File: src/rtl/tem_pkg.sv
// ----------------------------------------------------------------------------
// tem_pkg - shared types and constants for text extent measurement
// word layouts, queue entry, configuration set and fixed constants
// ----------------------------------------------------------------------------
package tem_pkg;

  typedef struct packed {
    logic              func;
    logic [7:0]        char_code;
    logic              has_char;
    logic              end_of_text;
    logic signed [7:0] left_bearing_in;
    logic signed [7:0] right_bearing_in;
    logic [7:0]        glyph_width_in;
  } in_word_t;

  typedef struct packed {
    logic [23:0] text_width;
    logic [23:0] text_height;
    logic [15:0] line_total;
  } out_word_t;

  typedef enum logic [1:0] {
    OP_NONE,
    OP_CHAR,
    OP_NEWLINE
  } op_t;

  typedef struct packed {
    op_t               op;
    logic              eot;
    logic signed [7:0] lb;
    logic signed [7:0] rb;
    logic [7:0]        gw;
  } meas_t;

  typedef struct packed {
    logic [15:0] size_ratio;
    logic [7:0]  font_size;
    logic [7:0]  base_line_spacing;
    logic [11:0] line_spacing_ratio;
    logic        bold_enable;
    logic        italic_enable;
  } cfg_t;

  localparam int CFG_INDEX_W = 3;
  localparam int CFG_DATA_W  = 16;

  typedef enum logic [CFG_INDEX_W-1:0] {
    REG_SIZE_RATIO         = 3'd0,
    REG_FONT_SIZE          = 3'd1,
    REG_BASE_LINE_SPACING  = 3'd2,
    REG_LINE_SPACING_RATIO = 3'd3,
    REG_BOLD_ENABLE        = 3'd4,
    REG_ITALIC_ENABLE      = 3'd5
  } reg_index_t;

  localparam logic [15:0] RST_SIZE_RATIO         = 16'd256;
  localparam logic [7:0]  RST_FONT_SIZE          = 8'd16;
  localparam logic [7:0]  RST_BASE_LINE_SPACING  = 8'd16;
  localparam logic [11:0] RST_LINE_SPACING_RATIO = 12'd256;

  localparam logic [14:0] TAN20_Q16  = 15'd23853;
  localparam logic [9:0]  BOLD_EXTRA = 10'd512;
  localparam logic [7:0]  CODE_LF    = 8'd10;
  localparam logic [7:0]  CODE_CR    = 8'd13;
  localparam logic [23:0] MAX24      = 24'hFFFFFF;
  localparam logic [15:0] MAX16      = 16'hFFFF;

  localparam int QUEUE_DEPTH = 4;
  localparam int QUEUE_AW    = 2;

endpackage

File: src/rtl/tem_queue.sv
// ----------------------------------------------------------------------------
// tem_queue - short queue between front and back
// holds classified words so that either side can stall on its own
// ----------------------------------------------------------------------------
module tem_queue (
  input  logic           clk,
  input  logic           rst_n,
  input  logic           push,
  input  tem_pkg::meas_t push_entry,
  input  logic           pop,
  output tem_pkg::meas_t pop_entry,
  output logic           full,
  output logic           empty
);

  tem_pkg::meas_t                slot_r [tem_pkg::QUEUE_DEPTH];
  logic [tem_pkg::QUEUE_AW-1:0]  wr_ptr_r;
  logic [tem_pkg::QUEUE_AW-1:0]  rd_ptr_r;
  logic [tem_pkg::QUEUE_AW:0]    count_r;
  logic                          do_push;
  logic                          do_pop;

  assign full      = (count_r == (tem_pkg::QUEUE_AW+1)'(tem_pkg::QUEUE_DEPTH));
  assign empty     = (count_r == '0);
  assign do_push   = push && !full;
  assign do_pop    = pop && !empty;
  assign pop_entry = slot_r[rd_ptr_r];

  always_ff @(posedge clk) begin
    if (!rst_n) begin
      wr_ptr_r <= '0;
      rd_ptr_r <= '0;
      count_r  <= '0;
    end else begin
      if (do_push) begin
        wr_ptr_r <= wr_ptr_r + 1'b1;
      end
      if (do_pop) begin
        rd_ptr_r <= rd_ptr_r + 1'b1;
      end
      if (do_push && !do_pop) begin
        count_r <= count_r + 1'b1;
      end else if (do_pop && !do_push) begin
        count_r <= count_r - 1'b1;
      end
    end
    if (do_push) begin
      slot_r[wr_ptr_r] <= push_entry;
    end
  end

endmodule

File: config.mk
export PLATFORM = sky130hd
export DESIGN_NAME = tem_queue
export DESIGN_NICKNAME = d
export VERILOG_FILES = /design/src/rtl/tem_pkg.sv /design/src/rtl/tem_queue.sv
export SDC_FILE = /design/constraint.sdc
export NUM_CORES = 1
export LEC_CHECK = 0
export ABC_AREA = 0
export BUFFER_PORTS_ARGS = -buffer_cell sky130_fd_sc_hd__buf_4
export CORE_ASPECT_RATIO = 1.4
export CORE_MARGIN = 4
export CORE_UTILIZATION = 45
export CTS_CLUSTER_SIZE = 20
export DETAILED_ROUTE_END_ITERATION = 8
export PLACE_DENSITY = 0.74
export SYNTH_ARGS = -nofsm -noshare
export SYNTH_HDL_FRONTEND = slang
export SYNTH_SLANG_ARGS = --single-unit
export TNS_END_PERCENT = 20
File: constraint.sdc
create_clock -name clk -period 3.1 [get_ports clk]
set_input_delay 0.155 -clock clk [delete_from_list [all_inputs] [get_ports clk]]
set_output_delay 0.155 -clock clk [all_outputs]
set_load 0.02 [all_outputs]
## Yosys cells after proc, flatten, opt, wreduce, memory -nomap -nowiden

Memories as Yosys holds them, arrays and structs flattened. A register that Yosys moved wholly into a read port is not among the register bits.
Index checks and enable logic that the tools add are counted.
W data, S select, Z words.

| word-level totals | value |
|---|---|
| flip-flop bits (word level) | 7 |
| bits in writable memories | 108 |
| input bits | 31 |
| output and inout bits | 29 |
| logic and storage cells | 25 |
| memories kept | 1 |

Memories:

| name | depth | bits a word | rd ports | clocked after Yosys merged registers in | wr ports | RTL line | source |
|---|---|---|---|---|---|---|---|
| slot_r | 4 | 27 | 1 | 1 | 1 | tem_queue.sv:16 | `tem_pkg::meas_t slot_r [tem_pkg::QUEUE_DEPTH];` |

| cells by class | value |
|---|---|
| $add $sub $neg | 4 |
| equality and inequality tests | 1 |
| muxes and demuxes | 6 |
| reductions and logical operators | 10 |

Operators by type and width:

| kind | number |
|---|---|
| $mux W3 | 2 |
| $add A2 B1 Y2 const B | 2 |
| $logic_and A1 B1 Y1 | 4 |
| $logic_not A1 Y1 | 4 |
| $mux W2 | 2 |
| $add A3 B1 Y3 const B | 1 |
| $eq A3 B3 Y1 const B | 1 |
| $logic_not A3 Y1 | 1 |
| $sub A3 B1 Y3 const B | 1 |
| $mux W1 | 2 |
| $reduce_bool A2 Y1 | 1 |

## Depth between registers and ports, before layout

| logic depth | value |
|---|---|
| depth after elaboration | 7 |
| mapped depth | 9 |
| mapped depth without buffers | 8 |

## Least setup slack after synthesis

OpenSTA, ideal clock, no wires.

| timing | value |
|---|---|
| path type | register to register |
| start point | reg count_r[0] (netlist name) |
| end point | reg count_r[2] (netlist name) |
| library setup time | 0.070 ns |
| arrival | 2.001 ns |
| data required time | 3.030 ns |
| slack | 1.029 ns |
| cell stages (with the launch flop) | 10 |
| buffers on the path | 1 |
| clock period less this slack | 2.071 ns |
| cells stage by stage | dfxtp_1 > nor3b_2 > nor2b_1 > buf_2 > ha_1 > inv_1 > fa_1 > xor2_1 > or3_1 > a21boi_1 |

| on the way | value |
|---|---|
| longest elaborated chain between the ends | 6 |
| elaborated cells on any way between the ends | 15 |
| those cells by class | add/sub (2); eq/ne (1); mux (2); reduce/logical (10) |

Ends and longest elaborated chain:

| what | RTL line | source |
|---|---|---|
| from (decl) | tem_queue.sv:19 | `logic [tem_pkg::QUEUE_AW:0] count_r;` |
| from (signal assigned) | tem_queue.sv:42 | `count_r <= count_r + 1'b1;` |
| from (signal assigned) | tem_queue.sv:44 | `count_r <= count_r - 1'b1;` |
| $eq A3 B3 Y1 (*) | tem_queue.sv:23 | `assign full = (count_r == (tem_pkg::QUEUE_AW+1)'(tem_pkg::QUEUE_DEPTH));` |
| net full | tem_queue.sv:12 | `output logic full,` |
| $logic_not A1 Y1 (*) | tem_queue.sv:25 | `assign do_push = push && !full;` |
| $logic_and A1 B1 Y1 (*) | tem_queue.sv:25 |  |
| net do_push | tem_queue.sv:20 | `logic do_push;` |
| $logic_not A1 Y1 | tem_queue.sv:43 | `end else if (do_pop && !do_push) begin` |
| $logic_and A1 B1 Y1 | tem_queue.sv:43 |  |
| $reduce_bool A2 Y1 (no line) | n/a |  |

The timed path passes the listed nets; every way through them passes the cells marked *. The select of a mux whose other input is x is not followed.
A chain may end at the register's enable or synchronous reset.

## Final worst setup path

| timing | value |
|---|---|
| start point | reg count_r[0] (netlist name) |
| end point | reg count_r[2] (netlist name) |

| on the way | value |
|---|---|
| longest elaborated chain between the ends | 6 |
| elaborated cells on any way between the ends | 15 |
| those cells by class | add/sub (2); eq/ne (1); mux (2); reduce/logical (10) |

Ends and longest elaborated chain:

| what |
|---|
| parallel branches: the longest is 6 deep, another holds $sub A3 B1 Y3 |

Parallel ways; which one is timed is not known. The select of a mux whose other input is x is not followed.

==> impl_metrics.xml <==
<?xml version="1.0" encoding="UTF-8"?>
<metrics>
  <group name="logic_synthesis">
    <metric name="yosysUniqueCellTypes" unit="">23</metric>
    <metric name="postSynthRegisterBits" unit="">117</metric>
    <metric name="ys_seq_area_frac" unit="">0.778</metric>
    <metric name="post_synth.cell_area_avg" unit="sq um">23.3</metric>
    <metric name="synthCells" unit="">189</metric>
    <metric name="synth_nets" unit="">226</metric>
    <metric name="synthesis_warning_total" unit="">0</metric>
    <metric name="post_synth_instance_area" unit="sq um">4400</metric>
  </group>
  <group name="routing">
    <metric name="via_count" unit="">2136</metric>
    <metric name="drc" unit="">0</metric>
    <metric name="wirelength" unit="mm">7.73</metric>
    <metric name="route.detailed.vias_per_inst" unit="">4.92</metric>
    <metric name="routedWlPerCell" unit="microns">17.8</metric>
    <metric name="firstDrtPassIters" unit="">4</metric>
    <metric name="postRouteAntennaNets" unit="">0</metric>
    <metric name="drt_iter0_markers" unit="">99</metric>
  </group>
  <group name="setup_path">
    <metric name="crit_arrival" unit="ns">2.71</metric>
    <metric name="path_class" unit="">flip-flop to flip-flop</metric>
    <metric name="cp_slowest_stage_delay" unit="ns">0.48</metric>
    <metric name="endpoint_kind" unit="">flip-flop</metric>
    <metric name="worst_r2r_endpoint" unit="">count_r[2]</metric>
    <metric name="crit_start" unit="">count_r[0]</metric>
    <metric name="crit_path_cell_trace" unit="">nor3b_2, nor2b_1, ha_1, inv_1, fa_1, xor2_1, or3_1, a21boi_1</metric>
    <metric name="critical_path.max_fanout" unit="">7</metric>
    <metric name="critPathRequiredTime" unit="ns">3.44</metric>
    <metric name="reg2reg_slack" unit="ns">0.73</metric>
    <metric name="cp-start-kind" unit="">flip-flop</metric>
    <metric name="cp_num_buf_inv" unit="">1</metric>
    <metric name="crit-reg2reg-launch" unit="">count_r[0]</metric>
    <metric name="timing.reg2reg.worst_path_depth" unit="">8</metric>
    <metric name="path_depth" unit="">8</metric>
    <metric name="critical-path-slowest-cell" unit="">sky130_fd_sc_hd__dfxtp_1</metric>
    <metric name="critPathTopFamily" unit="">simple AND/OR/NAND/NOR gates</metric>
  </group>
  <group name="final_layout">
    <metric name="area_delta_synth_final" unit="%">33.0</metric>
    <metric name="diodes" unit="">0</metric>
    <metric name="post_route_cells_drive_above_1_share" unit="">0.404</metric>
    <metric name="fillerInstances" unit="">673</metric>
    <metric name="finalInstanceArea" unit="sq um">5850</metric>
    <metric name="finalNetCount" unit="">326</metric>
  </group>
  <group name="floorplanning">
    <metric name="rows" unit="">42</metric>
    <metric name="die_w" unit="microns">91.6</metric>
    <metric name="floorplan.initialDensity" unit="">0.463</metric>
    <metric name="die-area" unit="sq um">11400</metric>
    <metric name="number_of_ports_placed_on_the_die_boundary" unit="">60</metric>
    <metric name="die_y" unit="microns">125</metric>
    <metric name="coreArea" unit="sq um">9510</metric>
  </group>
  <group name="clock_network">
    <metric name="cts.path.max_buffers" unit="">2</metric>
    <metric name="clkLatencyLatePin" unit="ns">0.41</metric>
    <metric name="cts.sinks" unit="">117</metric>
    <metric name="clkSlewWorstSetupHoldPaths" unit="ns">0.05</metric>
    <metric name="cts-buffers-inserted" unit="">17</metric>
    <metric name="cts_tree" unit="">built</metric>
    <metric name="cts_max_level" unit="">4</metric>
    <metric name="ctsRootBufferMaster" unit="">sky130_fd_sc_hd__clkbuf_16</metric>
  </group>
  <group name="sta">
    <metric name="hold_viol_final" unit="">0</metric>
    <metric name="report.final.slew_viol_count" unit="">0</metric>
    <metric name="grt_setup_unrepaired" unit="">false</metric>
    <metric name="worst_margin_pin_slew" unit="ns">0.755</metric>
    <metric name="max_clock_freq" unit="MHz">421</metric>
    <metric name="final_min_period_over_clock_period" unit="">0.765</metric>
    <metric name="worst_slew_margin_rel" unit="">0.497</metric>
    <metric name="fin_setup_tns" unit="ns">0</metric>
    <metric name="final.setup.worst_slack" unit="ns">0.727</metric>
    <metric name="crit_path_time_final" unit="ns">2.37</metric>
    <metric name="fin_skew" unit="ns">0.0152</metric>
    <metric name="report.final.setup_viol" unit="">0</metric>
  </group>
  <group name="power">
    <metric name="ir_worst_vdd" unit="V">0.000570</metric>
    <metric name="p_total" unit="mW">5.30</metric>
    <metric name="p_leak" unit="nW">2.06</metric>
    <metric name="power_density" unit="nW/um^2">906</metric>
  </group>
  <group name="grt">
    <metric name="grt_max_degree" unit="">28</metric>
    <metric name="grt.total_usage" unit="">0.148</metric>
    <metric name="grt_overflow" unit="">0</metric>
    <metric name="grt_util_met1" unit="">0.178</metric>
    <metric name="vias_in_the_first_global_route" unit="">2317</metric>
    <metric name="use_met3" unit="">0.0475</metric>
    <metric name="first_pass_grt_wire_length" unit="mm">12.5</metric>
    <metric name="gr-usage-met2" unit="">0.248</metric>
    <metric name="grt_antenna_before_repair" unit="">0</metric>
    <metric name="top_usage_layer" unit="">met2</metric>
  </group>
  <group name="min_path">
    <metric name="min_delay_startpoint" unit="">rst_n</metric>
    <metric name="min_delay_worst_endpoint" unit="">count_r[0]</metric>
    <metric name="whs_path_depth" unit="">2</metric>
    <metric name="hold_path.class" unit="">primary input to flip-flop</metric>
  </group>
  <group name="run">
    <metric name="drv.max_cap_violation_count" unit="">0</metric>
  </group>
  <group name="status">
    <metric name="run_status" unit="">finished, final reports clean</metric>
  </group>
  <group name="placed_design">
    <metric name="port_buffers" unit="">59</metric>
    <metric name="gp_congestion" unit="">0.664</metric>
    <metric name="post_dp_cell_area" unit="sq um">4960</metric>
    <metric name="hpwl" unit="mm">4.34</metric>
    <metric name="detailedPlace.worstSlack" unit="ns">0.702</metric>
  </group>
</metrics>
synthesized netlist by cell type:
cell type                  number  share of area
sky130_fd_sc_hd__o21ai_0        1         0.0011
sky130_fd_sc_hd__o31ai_2        1         0.0028
sky130_fd_sc_hd__nor2b_1        2         0.0028
sky130_fd_sc_hd__buf_6          1         0.0026
sky130_fd_sc_hd__edfxtp_1     108           0.74
sky130_fd_sc_hd__mux4_2        27           0.14
sky130_fd_sc_hd__inv_1          3         0.0026
sky130_fd_sc_hd__mux2i_1        3         0.0068
sky130_fd_sc_hd__ha_1           5          0.014
sky130_fd_sc_hd__fa_1           1         0.0045
sky130_fd_sc_hd__o311ai_1       1         0.0020
sky130_fd_sc_hd__or3_1          1         0.0014
sky130_fd_sc_hd__nor3b_2        1         0.0028
sky130_fd_sc_hd__xor2_1         1         0.0020
sky130_fd_sc_hd__nand2_1        4         0.0034
sky130_fd_sc_hd__buf_12         2         0.0091
sky130_fd_sc_hd__and2_1         8          0.011
sky130_fd_sc_hd__buf_2          4         0.0045
sky130_fd_sc_hd__xnor2_1        3         0.0060
sky130_fd_sc_hd__nor3_1         1         0.0011
sky130_fd_sc_hd__clkbuf_1       1        0.00085
sky130_fd_sc_hd__a21boi_1       1         0.0017
sky130_fd_sc_hd__dfxtp_1        9          0.041
worst max path at each step:
stage | end | slack [ns]
2_1_floorplan | count_r[2] | 1.03
3_3_place_gp | count_r[2] | 0.83
3_5_place_dp | count_r[2] | 0.70
4_1_cts | count_r[2] | 0.70
5_1_grt | count_r[2] | 0.53
6_report | count_r[2] | 0.73
metrics by stage:
| step | instances | utilization | hold slack, ns |
|---|---|---|---|
| after detailed placement | 375 | 0.522 | 0.359 |
| after global routing | 434 | 0.615 | 0.0403 |
| after floorplan | 189 | - | 0.254 |
| after global placement | 375 | 0.522 | 0.355 |
| after CTS | 434 | 0.615 | 0.0183 |
| final | 434 | 0.615 | 0.0374 |
placed cells by master (no fill, tap or decap), types with 3 or more instances in the layout:
cell,synthesis,layout
sky130_fd_sc_hd__inv_1,3,3
sky130_fd_sc_hd__xnor2_1,3,3
sky130_fd_sc_hd__nand2_1,4,4
sky130_fd_sc_hd__dfxtp_1,9,8
sky130_fd_sc_hd__bufinv_16,0,5
sky130_fd_sc_hd__clkinv_2,0,4
sky130_fd_sc_hd__and2_1,8,4
sky130_fd_sc_hd__edfxtp_1,108,108
sky130_fd_sc_hd__mux4_2,27,27
sky130_fd_sc_hd__buf_4,0,62
sky130_fd_sc_hd__clkbuf_16,0,17
sky130_fd_sc_hd__mux2i_1,3,3
sky130_fd_sc_hd__and2_2,0,4
sky130_fd_sc_hd__dlygate4sd3_1,0,27
sky130_fd_sc_hd__clkinv_1,0,5
sky130_fd_sc_hd__ha_1,5,5
cell type report:
| cell class | count | area (sq um) | area share |
|---|---|---|---|
| clock inverters | 14 | 189 | 0.0323 |
| inverters | 3 | 11.3 | 0.00192 |
| flip-flops and latches | 117 | 3420 | 0.585 |
| well taps | 132 | 165 | 0.0282 |
| repair buffers | 89 | 736 | 0.126 |
| multi-input cells | 61 | 896 | 0.153 |
| clock buffers | 18 | 429 | 0.0734 |
flip-flops by register name, summed over array words and instances, names as in the netlist, named ones only:
signal and cells:
count_r 3, rd_ptr_r 2, slot_r 108, wr_ptr_r 2
power by group:
| part | switching, mW | internal, mW | leakage [nW] |
|---|---|---|---|
| logic | 0.630 | 0.624 | 0.690 |
| clock network | 0.625 | 1.40 | 0.305 |
| registers | 0.0927 | 1.93 | 1.06 |
timing repair:
item / 4_1_cts / 5_1_grt
endpoints found under the setup margin: 0 / 0
endpoints found under the hold margin: 108 / 0
gates resized for setup: 0 / 0
hold buffers: 27 / 0
setup buffers: 0 / 0
logic make-up (layout without fill, tap and decap cells):
family          after synthesis  count (layout)  share of synthesized area
flops                       117             117                      0.778
mux                          30              30                      0.145
simple gates                 17              17                     0.0230
buf+inv                      11             124                     0.0196
fa+ha+maj                     6               6                     0.0188
compound gates                4               4                    0.00768
xor+xnor                      4               4                    0.00796
per-layer routing:
layer	share of wire	vias to the layer above
met5	0	-
met4	0.0079	0
met3	0.045	6
met2	0.54	67
met1	0.41	1086
li1	-	977
(Power assumes the default switching activity.)
