<file path="config.mk">
export PLATFORM = sky130hd
export DESIGN_NAME = tem_back
export DESIGN_NICKNAME = d
export VERILOG_FILES = /design/src/rtl/tem_pkg.sv /design/src/rtl/tem_back.sv
export SDC_FILE = /design/constraint.sdc
export NUM_CORES = 2
export LEC_CHECK = 0
export ABC_AREA = 0
export BUFFER_PORTS_ARGS = -buffer_cell sky130_fd_sc_hd__buf_2
export CAP_MARGIN = 20
export CORE_MARGIN = 1
export CORE_UTILIZATION = 52
export DETAILED_ROUTE_END_ITERATION = 16
export PLACE_DENSITY = 0.68
export SKIP_LAST_GASP = 1
export SLEW_MARGIN = 40
export SYNTH_ARGS = -nofsm -noshare
export SYNTH_HDL_FRONTEND = slang
export SYNTH_SLANG_ARGS = --single-unit
</file>
<file path="constraint.sdc">
create_clock -name clk -period 34 [get_ports clk]
set_input_delay 8.5 -clock clk [delete_from_list [all_inputs] [get_ports clk]]
set_output_delay 8.5 -clock clk [all_outputs]
set_load 0.01 [all_outputs]
</file>
<file path="src/rtl/tem_pkg.sv">
// ----------------------------------------------------------------------------
// tem_pkg - shared types and constants for text extent measurement
// word layouts, queue entry, configuration set and fixed constants
// ----------------------------------------------------------------------------
package tem_pkg;

  typedef struct packed {
    logic              func;
    logic [7:0]        char_code;
    logic              has_char;
    logic              end_of_text;
    logic signed [7:0] left_bearing_in;
    logic signed [7:0] right_bearing_in;
    logic [7:0]        glyph_width_in;
  } in_word_t;

  typedef struct packed {
    logic [23:0] text_width;
    logic [23:0] text_height;
    logic [15:0] line_total;
  } out_word_t;

  typedef enum logic [1:0] {
    OP_NONE,
    OP_CHAR,
    OP_NEWLINE
  } op_t;

  typedef struct packed {
    op_t               op;
    logic              eot;
    logic signed [7:0] lb;
    logic signed [7:0] rb;
    logic [7:0]        gw;
  } meas_t;

  typedef struct packed {
    logic [15:0] size_ratio;
    logic [7:0]  font_size;
    logic [7:0]  base_line_spacing;
    logic [11:0] line_spacing_ratio;
    logic        bold_enable;
    logic        italic_enable;
  } cfg_t;

  localparam int CFG_INDEX_W = 3;
  localparam int CFG_DATA_W  = 16;

  typedef enum logic [CFG_INDEX_W-1:0] {
    REG_SIZE_RATIO         = 3'd0,
    REG_FONT_SIZE          = 3'd1,
    REG_BASE_LINE_SPACING  = 3'd2,
    REG_LINE_SPACING_RATIO = 3'd3,
    REG_BOLD_ENABLE        = 3'd4,
    REG_ITALIC_ENABLE      = 3'd5
  } reg_index_t;

  localparam logic [15:0] RST_SIZE_RATIO         = 16'd256;
  localparam logic [7:0]  RST_FONT_SIZE          = 8'd16;
  localparam logic [7:0]  RST_BASE_LINE_SPACING  = 8'd16;
  localparam logic [11:0] RST_LINE_SPACING_RATIO = 12'd256;

  localparam logic [14:0] TAN20_Q16  = 15'd23853;
  localparam logic [9:0]  BOLD_EXTRA = 10'd512;
  localparam logic [7:0]  CODE_LF    = 8'd10;
  localparam logic [7:0]  CODE_CR    = 8'd13;
  localparam logic [23:0] MAX24      = 24'hFFFFFF;
  localparam logic [15:0] MAX16      = 16'hFFFF;

  localparam int QUEUE_DEPTH = 4;
  localparam int QUEUE_AW    = 2;

endpackage

</file>
<file path="src/rtl/tem_back.sv">
// ----------------------------------------------------------------------------
// tem_back - line accumulation and result generation
// sequencer over glyph scaling, line closing and the height multiplies
// ----------------------------------------------------------------------------
module tem_back (
  input  logic               clk,
  input  logic               rst_n,
  input  tem_pkg::cfg_t      cfg,
  input  logic               q_empty,
  input  tem_pkg::meas_t     q_entry,
  output logic               q_pop,
  output logic               out_valid,
  input  logic               out_ready,
  output tem_pkg::out_word_t out_word
);

  typedef enum logic [3:0] {
    B_IDLE,
    B_MUL,
    B_ACC,
    B_NEWLINE,
    B_END,
    B_H1,
    B_H2,
    B_H3,
    B_H4,
    B_OUT
  } state_t;

  state_t              state_r;
  tem_pkg::meas_t      op_r;
  logic signed [31:0]  line_accum_r;
  logic [23:0]         max_width_r;
  logic signed [23:0]  pending_r;
  logic [15:0]         line_counter_r;
  logic                seen_r;
  logic signed [27:0]  prod_r;
  logic signed [23:0]  neg_r;
  logic [23:0]         h_r;
  logic [15:0]         lines_r;
  logic [35:0]         t_r;
  logic [51:0]         u_r;
  logic [23:0]         height_r;
  logic                out_valid_r;
  tem_pkg::out_word_t  out_word_r;

  logic [22:0]         ital_prod;
  logic [14:0]         ital_off;
  logic signed [32:0]  w_sum;
  logic [23:0]         close_w;
  logic [23:0]         max_nxt;
  logic signed [10:0]  glyph_sum;
  logic signed [16:0]  ratio_s;
  logic signed [33:0]  acc_sum;
  logic signed [31:0]  acc_sat;
  logic [44:0]         h_sum;

  assign q_pop     = (state_r == B_IDLE) && !q_empty;
  assign out_valid = out_valid_r;
  assign out_word  = out_word_r;
  assign ratio_s   = signed'({1'b0, cfg.size_ratio});

  // line closing: italic slant, clamp to 0..max, widest line
  always_comb begin
    ital_prod = 23'(cfg.font_size) * 23'(tem_pkg::TAN20_Q16) + 23'd128;
    ital_off  = cfg.italic_enable ? ital_prod[22:8] : 15'd0;
    w_sum     = 33'(line_accum_r) + 33'({18'd0, ital_off});
    if (w_sum[32]) begin
      close_w = 24'd0;
    end else if (|w_sum[31:24]) begin
      close_w = tem_pkg::MAX24;
    end else begin
      close_w = w_sum[23:0];
    end
    max_nxt = (close_w > max_width_r) ? close_w : max_width_r;
  end

  always_comb begin
    glyph_sum = 11'(op_r.lb) + 11'({1'b0, op_r.gw}) + (op_r.rb[7] ? 11'd0 : 11'(op_r.rb));
    acc_sum   = 34'(line_accum_r) + 34'(pending_r) + 34'(prod_r)
              + (cfg.bold_enable ? 34'({24'd0, tem_pkg::BOLD_EXTRA}) : 34'd0);
    if (acc_sum[33:31] == 3'b000 || acc_sum[33:31] == 3'b111) begin
      acc_sat = acc_sum[31:0];
    end else if (acc_sum[33]) begin
      acc_sat = 32'sh8000_0000;
    end else begin
      acc_sat = 32'sh7FFF_FFFF;
    end
    h_sum = 45'(h_r) + 45'(u_r[51:8]);
  end

  always_ff @(posedge clk) begin
    if (!rst_n) begin
      state_r        <= B_IDLE;
      out_valid_r    <= 1'b0;
      line_accum_r   <= '0;
      max_width_r    <= '0;
      pending_r      <= '0;
      line_counter_r <= '0;
      seen_r         <= 1'b0;
    end else begin
      if (out_valid_r && out_ready) begin
        out_valid_r <= 1'b0;
      end
      case (state_r)
        B_IDLE: begin
          if (!q_empty) begin
            op_r <= q_entry;
            case (q_entry.op)
              tem_pkg::OP_CHAR: begin
                seen_r  <= 1'b1;
                state_r <= B_MUL;
              end
              tem_pkg::OP_NEWLINE: begin
                state_r <= B_NEWLINE;
              end
              default: begin
                state_r <= q_entry.eot ? B_END : B_IDLE;
              end
            endcase
          end
        end
        B_MUL: begin
          prod_r  <= 28'(glyph_sum) * 28'(ratio_s);
          neg_r   <= 24'(op_r.rb) * 24'(ratio_s);
          state_r <= B_ACC;
        end
        B_ACC: begin
          line_accum_r <= acc_sat;
          pending_r    <= op_r.rb[7] ? neg_r : 24'sd0;
          state_r      <= op_r.eot ? B_END : B_IDLE;
        end
        B_NEWLINE: begin
          max_width_r  <= max_nxt;
          line_accum_r <= '0;
          pending_r    <= '0;
          seen_r       <= 1'b1;
          if (line_counter_r != tem_pkg::MAX16) begin
            line_counter_r <= line_counter_r + 16'd1;
          end
          state_r <= op_r.eot ? B_END : B_IDLE;
        end
        B_END: begin
          if (seen_r) begin
            max_width_r  <= max_nxt;
            line_accum_r <= '0;
            pending_r    <= '0;
            state_r      <= B_H1;
          end else begin
            state_r <= B_OUT;
          end
        end
        B_H1: begin
          h_r     <= 24'(cfg.base_line_spacing) * 24'(cfg.size_ratio);
          lines_r <= (line_counter_r == tem_pkg::MAX16) ? tem_pkg::MAX16
                                                        : line_counter_r + 16'd1;
          state_r <= B_H2;
        end
        B_H2: begin
          t_r     <= 36'(h_r) * 36'(cfg.line_spacing_ratio);
          state_r <= B_H3;
        end
        B_H3: begin
          u_r     <= 52'(t_r) * 52'(lines_r - 16'd1);
          state_r <= B_H4;
        end
        B_H4: begin
          height_r <= (|h_sum[44:24]) ? tem_pkg::MAX24 : h_sum[23:0];
          state_r  <= B_OUT;
        end
        B_OUT: begin
          if (!out_valid_r || out_ready) begin
            out_valid_r            <= 1'b1;
            out_word_r.text_width  <= max_width_r;
            out_word_r.text_height <= seen_r ? height_r : 24'd0;
            out_word_r.line_total  <= seen_r ? lines_r : 16'd0;
            line_accum_r           <= '0;
            max_width_r            <= '0;
            pending_r              <= '0;
            line_counter_r         <= '0;
            seen_r                 <= 1'b0;
            state_r                <= B_IDLE;
          end
        end
        default: begin
          state_r <= B_IDLE;
        end
      endcase
    end
  end

endmodule

</file>
# Word-level counts from Yosys, hierarchy flattened
# Cells that the tools add are included.
[totals]
register_bits = 395
in_bits = 77
output_inout_bits = 66
wordCells = 119
[op_classes]
add_sub_neg = 10
multipliers = 6
n_lt_le_gt_ge = 1
n_eq_ne = 19
n_mux = 34
n_bitwise = 1
n_reduce_logical = 27
[op_table]
columns = ["cell", "count"]
rows = [
  ["$mux W24", 7],
  ["$mux W32", 4],
  ["$pmux W32 S4", 1],
  ["$pmux W24 S4", 1],
  ["$pmux W24 S3", 1],
  ["$mul A37 B17 Y52", 1],
  ["$add A24 B44 Y45", 1],
  ["$mul A24 B12 Y36", 1],
  ["$pmux W4 S9", 1],
  ["$add A33 B28 Y34", 1],
  ["$add A34 B10 Y34", 1],
  ["$add A32 B16 Y33", 1],
  ["$add A32 B24 Y33", 1],
  ["$mux W16", 2],
  ["$pmux W16 S2", 1],
  ["$mul A11 B17 Y28", 1],
  ["$gt A24 B24 Y1", 1],
  ["$mul A8 B16 Y24", 1],
  ["$mul A8 B17 Y24", 1],
  ["$add A23 B8 Y23 const B", 1],
  ["$mul A8 B15 Y23 const B", 1],
  ["$reduce_or A21 Y1", 1],
  ["$sub A16 B1 Y17 const B", 1],
  ["$add A16 B1 Y16 const B", 1],
  ["other kinds (35)", 64],
]

# Logic depth before layout (Yosys ltp)
[logic_depth]
ltp_word = 11
ltp_mapped = 42
depth_no_buf = 40

# Worst setup path after synthesis
# No wires, ideal clock.
[synth_timing]
path_kind = "input to output"
from = "in q_empty"
to = "out q_pop"
t_arrival_ns = 8.698
required_ns = 25.500
slack_ns = 16.802
cell_stages = 1
cell_sequence = "nor2b_1"
[synth_via]
elab_chain_cells = 2
[synth_lines]
columns = ["item", "line_no", "source"]
rows = [
  ["start, declared", "tem_back.sv:9", "input logic q_empty,"],
  ["$logic_not A1 Y1", "--", ""],
  ["$logic_and A1 B1 Y1", "tem_back.sv:58", "assign q_pop = (state_r == B_IDLE) && !q_empty;"],
  ["end, declared", "tem_back.sv:11", "output logic q_pop,"],
]
# Every way passes these cells.

# Worst setup path after layout
[layout_timing]
from = "in cfg[28] in the netlist's numbering"
to = "reg max_width_r[13]"
[layout_via]
elab_chain_cells = 11
[layout_lines]
columns = ["item", "line_no", "source"]
rows = [
  ["start, declared", "tem_back.sv:8", "input tem_pkg::cfg_t cfg,"],
  ["$mul A8 B15 Y23 *", "tem_back.sv:65", "ital_prod = 23'(cfg.font_size) * 23'(tem_pkg::TAN20_Q16) + 23'd128;"],
  ["$add A23 B8 Y23 *", "tem_back.sv:65", ""],
  ["$mux W15 *", "tem_back.sv:66", "ital_off = cfg.italic_enable ? ital_prod[22:8] : 15'd0;"],
  ["$add A32 B16 Y33 *", "tem_back.sv:67", "w_sum = 33'(line_accum_r) + 33'({18'd0, ital_off});"],
  ["$reduce_or A8 Y1", "tem_back.sv:70", "end else if (|w_sum[31:24]) begin"],
  ["$mux W24", "tem_back.sv:70", ""],
  ["$mux W24 *", "tem_back.sv:68", "if (w_sum[32]) begin"],
  ["$gt A24 B24 Y1", "tem_back.sv:75", "max_nxt = (close_w > max_width_r) ? close_w : max_width_r;"],
  ["$mux W24 *", "tem_back.sv:75", ""],
  ["$mux W24", "tem_back.sv:144", "if (seen_r) begin"],
  ["$pmux W24 S3 *", "tem_back.sv:105", "case (state_r)"],
  ["end signal, assigned", "tem_back.sv:134", "max_width_r <= max_nxt;"],
  ["end signal, assigned", "tem_back.sv:145", "max_width_r <= max_nxt;"],
  ["end, declared", "tem_back.sv:33", "logic [23:0] max_width_r;"],
]
# Mark *: on every way between the ends. The rest lies on a longest branch, timed or not. The select of a mux whose other input is x is not followed.
# A chain may end at the register's enable or synchronous reset.

==> results.cfg <==
[outcome]
run_status = finished, final reports clean

[timing]
worstMarginPinSlew_ns = 0.893
rsz0062_at_grt = no
finalHoldViolCount = 0
fmax_mhz = 56.6
tns_ns = 0
maxSlewHeadroom_pct = 40.5
setup_viol = 0
period_minus_slack_ns = 17.65
drv_slew = 0
clock_skew_ns = 0.0232
fin_crit_sh_pct = 51.9

[detailed_routing]
drtIter0Drc = 3234
totalWireLength_mm = 159
postRouteAntennaNets = 0
post_drt_wl_per_cell_um = 19.0
vias_per_cell = 5.54
drc_errors = 0
vias = 46500
firstDrtPassIters = 6

[die]
fp-row-count = 128
start_util_pct = 52.4
core_region_area_mm2 = 0.122
io_pins = 143
die_area_mm2 = 0.124
die_h_um = 352
die_x_um = 352

[critical_path]
worstPathArrival_ns = 18.23
slowest_delay_ns = 0.55
startpoint = cfg[28]
r2r-start = op_r[9]$_DFFE_PP_
cp-endpoint = max_width_r[13]$_SDFFE_PN0P_
path_max_fanout = 22
criticalPathCategory = in -> reg
end_kind = register
critPathLaunchType = primary input
rr_endpoint = prod_r[24]$_DFFE_PP_
slowest_stage = and4b_2
required_ns = 34.58
r2r_slack_ns = 25.44
ff2ff_path_depth = 31

[final_layout]
final_area_mm2 = 0.0679
mostFrequentLayoutCell = inv_1
diodes = 0
area_growth_pct = 6.35
fin_nets = 8503
drive_above_1_share_pct = 5.90
final_cell_mix = inv_1, fa_1, nand2_1

[cts]
numCtsBuffers = 48
cts.clk_slew.worst_paths_ns = 0.06
h-tree-depth = 2
cts_hold_buf = 0
max-clock-path-buffers = 3
root_buffer = clkbuf_16
post-cts-setup-buffers = 0
post_cts_resized = 0
clock_sinks = 387
clk_latency_ns = 0.64
cts_tree = done

[logic_synthesis]
synth_warnings = 0
synth_flop_cell = edfxtp_1
syn-cell-area_mm2 = 0.0638
yosysUniqueCellTypes = 88
synthCells = 6747
ys_ff_latch = 387
synth.net_count = 8522
synth_edf_count = 285
yosysSeqAreaShare_pct = 16.6
synthArstFlopShare_pct = 0
synth.avg_cell_area_um2 = 9.46

[placement]
placement.io_buffers = 142
place_area_mm2 = 0.0662
gp_congestion = 0.911
post-dp-hpwl_mm = 126

[global_routing]
busiest_layer = met2
first_global_vias = 48800
grt_usage_pct = 26.5
use_met1_pct = 37.8
grt_pass1_wl_mm = 263
antenna_found_initial = 6
grt_overflow = 0
grt_max_degree = 78
met3_usage_pct = 4.07
use_met2_pct = 43.0

[min_path]
hold_path_class = reg -> reg

[power_and_ir_drop]
total_leakage_power_nw = 31.5
ir_drop_mv = 0.241
power.density_mw_per_mm2 = 90.1

[run]
drv_cap = 0
power by group:
group | switching (mW) | internal (mW) | leakage (nW)
Clock | 0.226 | 0.316 | 0.788
Combinational | 2.66 | 2.07 | 27.4
Sequential | 0.0494 | 0.793 | 3.34
logic make-up after synthesis:
kind of cell,count (synthesis),synth area share [%]
buffers and inverters,1439,8.53
multiplexers,6,0.0980
XOR/XNOR,250,3.44
adder cells (fa/ha/maj),1698,46.2
flip-flops,387,16.6
AO/OA/AOI/OAI,787,8.25
AND/OR/NAND/NOR,2180,16.9
layer usage:
| metal | vias up | routed length [um] |
|---|---|---|
| met2 | 1356 | 73400 |
| met3 | 195 | 10900 |
| met4 | 6 | 3160 |
| met1 | 23700 | 71900 |
| met5 | - | 43 |
| li1 | 21300 | - |
flip-flops by register name (all words and copies together) (netlist names), 25 cells and up:
register,cells
u_r,44
line_accum_r,32
t_r,36
out_word,64
prod_r,28
op_r,25
stage by stage:
stage          util (%)  setup slack, ns  total power [mW]  std cells  hold slack, ns
3_5_place_dp       54.4            15.23              5.56       8300           0.466
4_1_cts            55.7            15.88              6.15       8386           0.480
3_3_place_gp       54.3            15.49              5.49       8294           0.461
2_1_floorplan         -            16.80              4.54       6747           0.430
5_1_grt            55.8            15.60              6.84       8389           0.496
6_report           55.8            16.35              6.12       8389           0.478
worst max-delay path: cells and delay by family:
| family | cells | cell delay (ns) |
|---|---|---|
| simple gates | 16 | 3.81 |
| buf+inv | 6 | 0.71 |
| compound gates | 9 | 2.46 |
| fa+ha+maj | 7 | 2.72 |
area by class of cell:
type | instances | area [um2]
clock inverters | 34 | 435
flip-flops and latches | 387 | 10600
multi-input cells | 4921 | 48000
fillers | 10900 | 53800
clock buffers | 52 | 1220
well taps | 1625 | 2030
repair buffers | 206 | 1250
inverters | 1164 | 4370
synth_stat cells (15+ instances only):
master    instances  share of area [%]
or3_1            15               0.15
clkbuf_1        254                1.5
a22oi_1          26               0.31
dfxtp_1         102                3.2
buf_2            16               0.13
a22o_1           22               0.30
nand2b_1         67               0.66
o21ai_0         110               0.86
edfxtp_1        285                 13
nor3_1           65               0.51
o21bai_1         30               0.35
nand2_1         894                5.3
nand3_1          78               0.61
nand4_1          24               0.24
inv_1          1163                6.8
o21a_1           23               0.27
and3_1           41               0.40
xnor2_1         169                2.3
and2_1          445                4.4
ha_1            602                 12
a21o_1           93                1.1
a21oi_1         246                1.9
a221oi_1         24               0.33
or2_2            51               0.50
a211oi_1         22               0.26
nand3b_1         20               0.24
a31oi_1          25               0.25
nor2b_1         219                2.1
xor2_1           80                1.1
o211ai_1         48               0.56
nor2_1          220                1.3
fa_1           1096                 34
how the worst min path moves through the flow:
stage,startpoint,to,cells past startpoint
detailed placement,max_width_r[13]$_SDFFE_PN0P_,out_word[53]$_DFFE_PP_,0
global route,max_width_r[13]$_SDFFE_PN0P_,out_word[53]$_DFFE_PP_,0
finish,max_width_r[13]$_SDFFE_PN0P_,out_word[53]$_DFFE_PP_,0
CTS,max_width_r[13]$_SDFFE_PN0P_,out_word[53]$_DFFE_PP_,0
floorplan,max_width_r[1]$_SDFFE_PN0P_,out_word[41]$_DFFE_PP_,0
global placement,max_width_r[13]$_SDFFE_PN0P_,out_word[53]$_DFFE_PP_,0
Power figures use the tool's default switching activity.
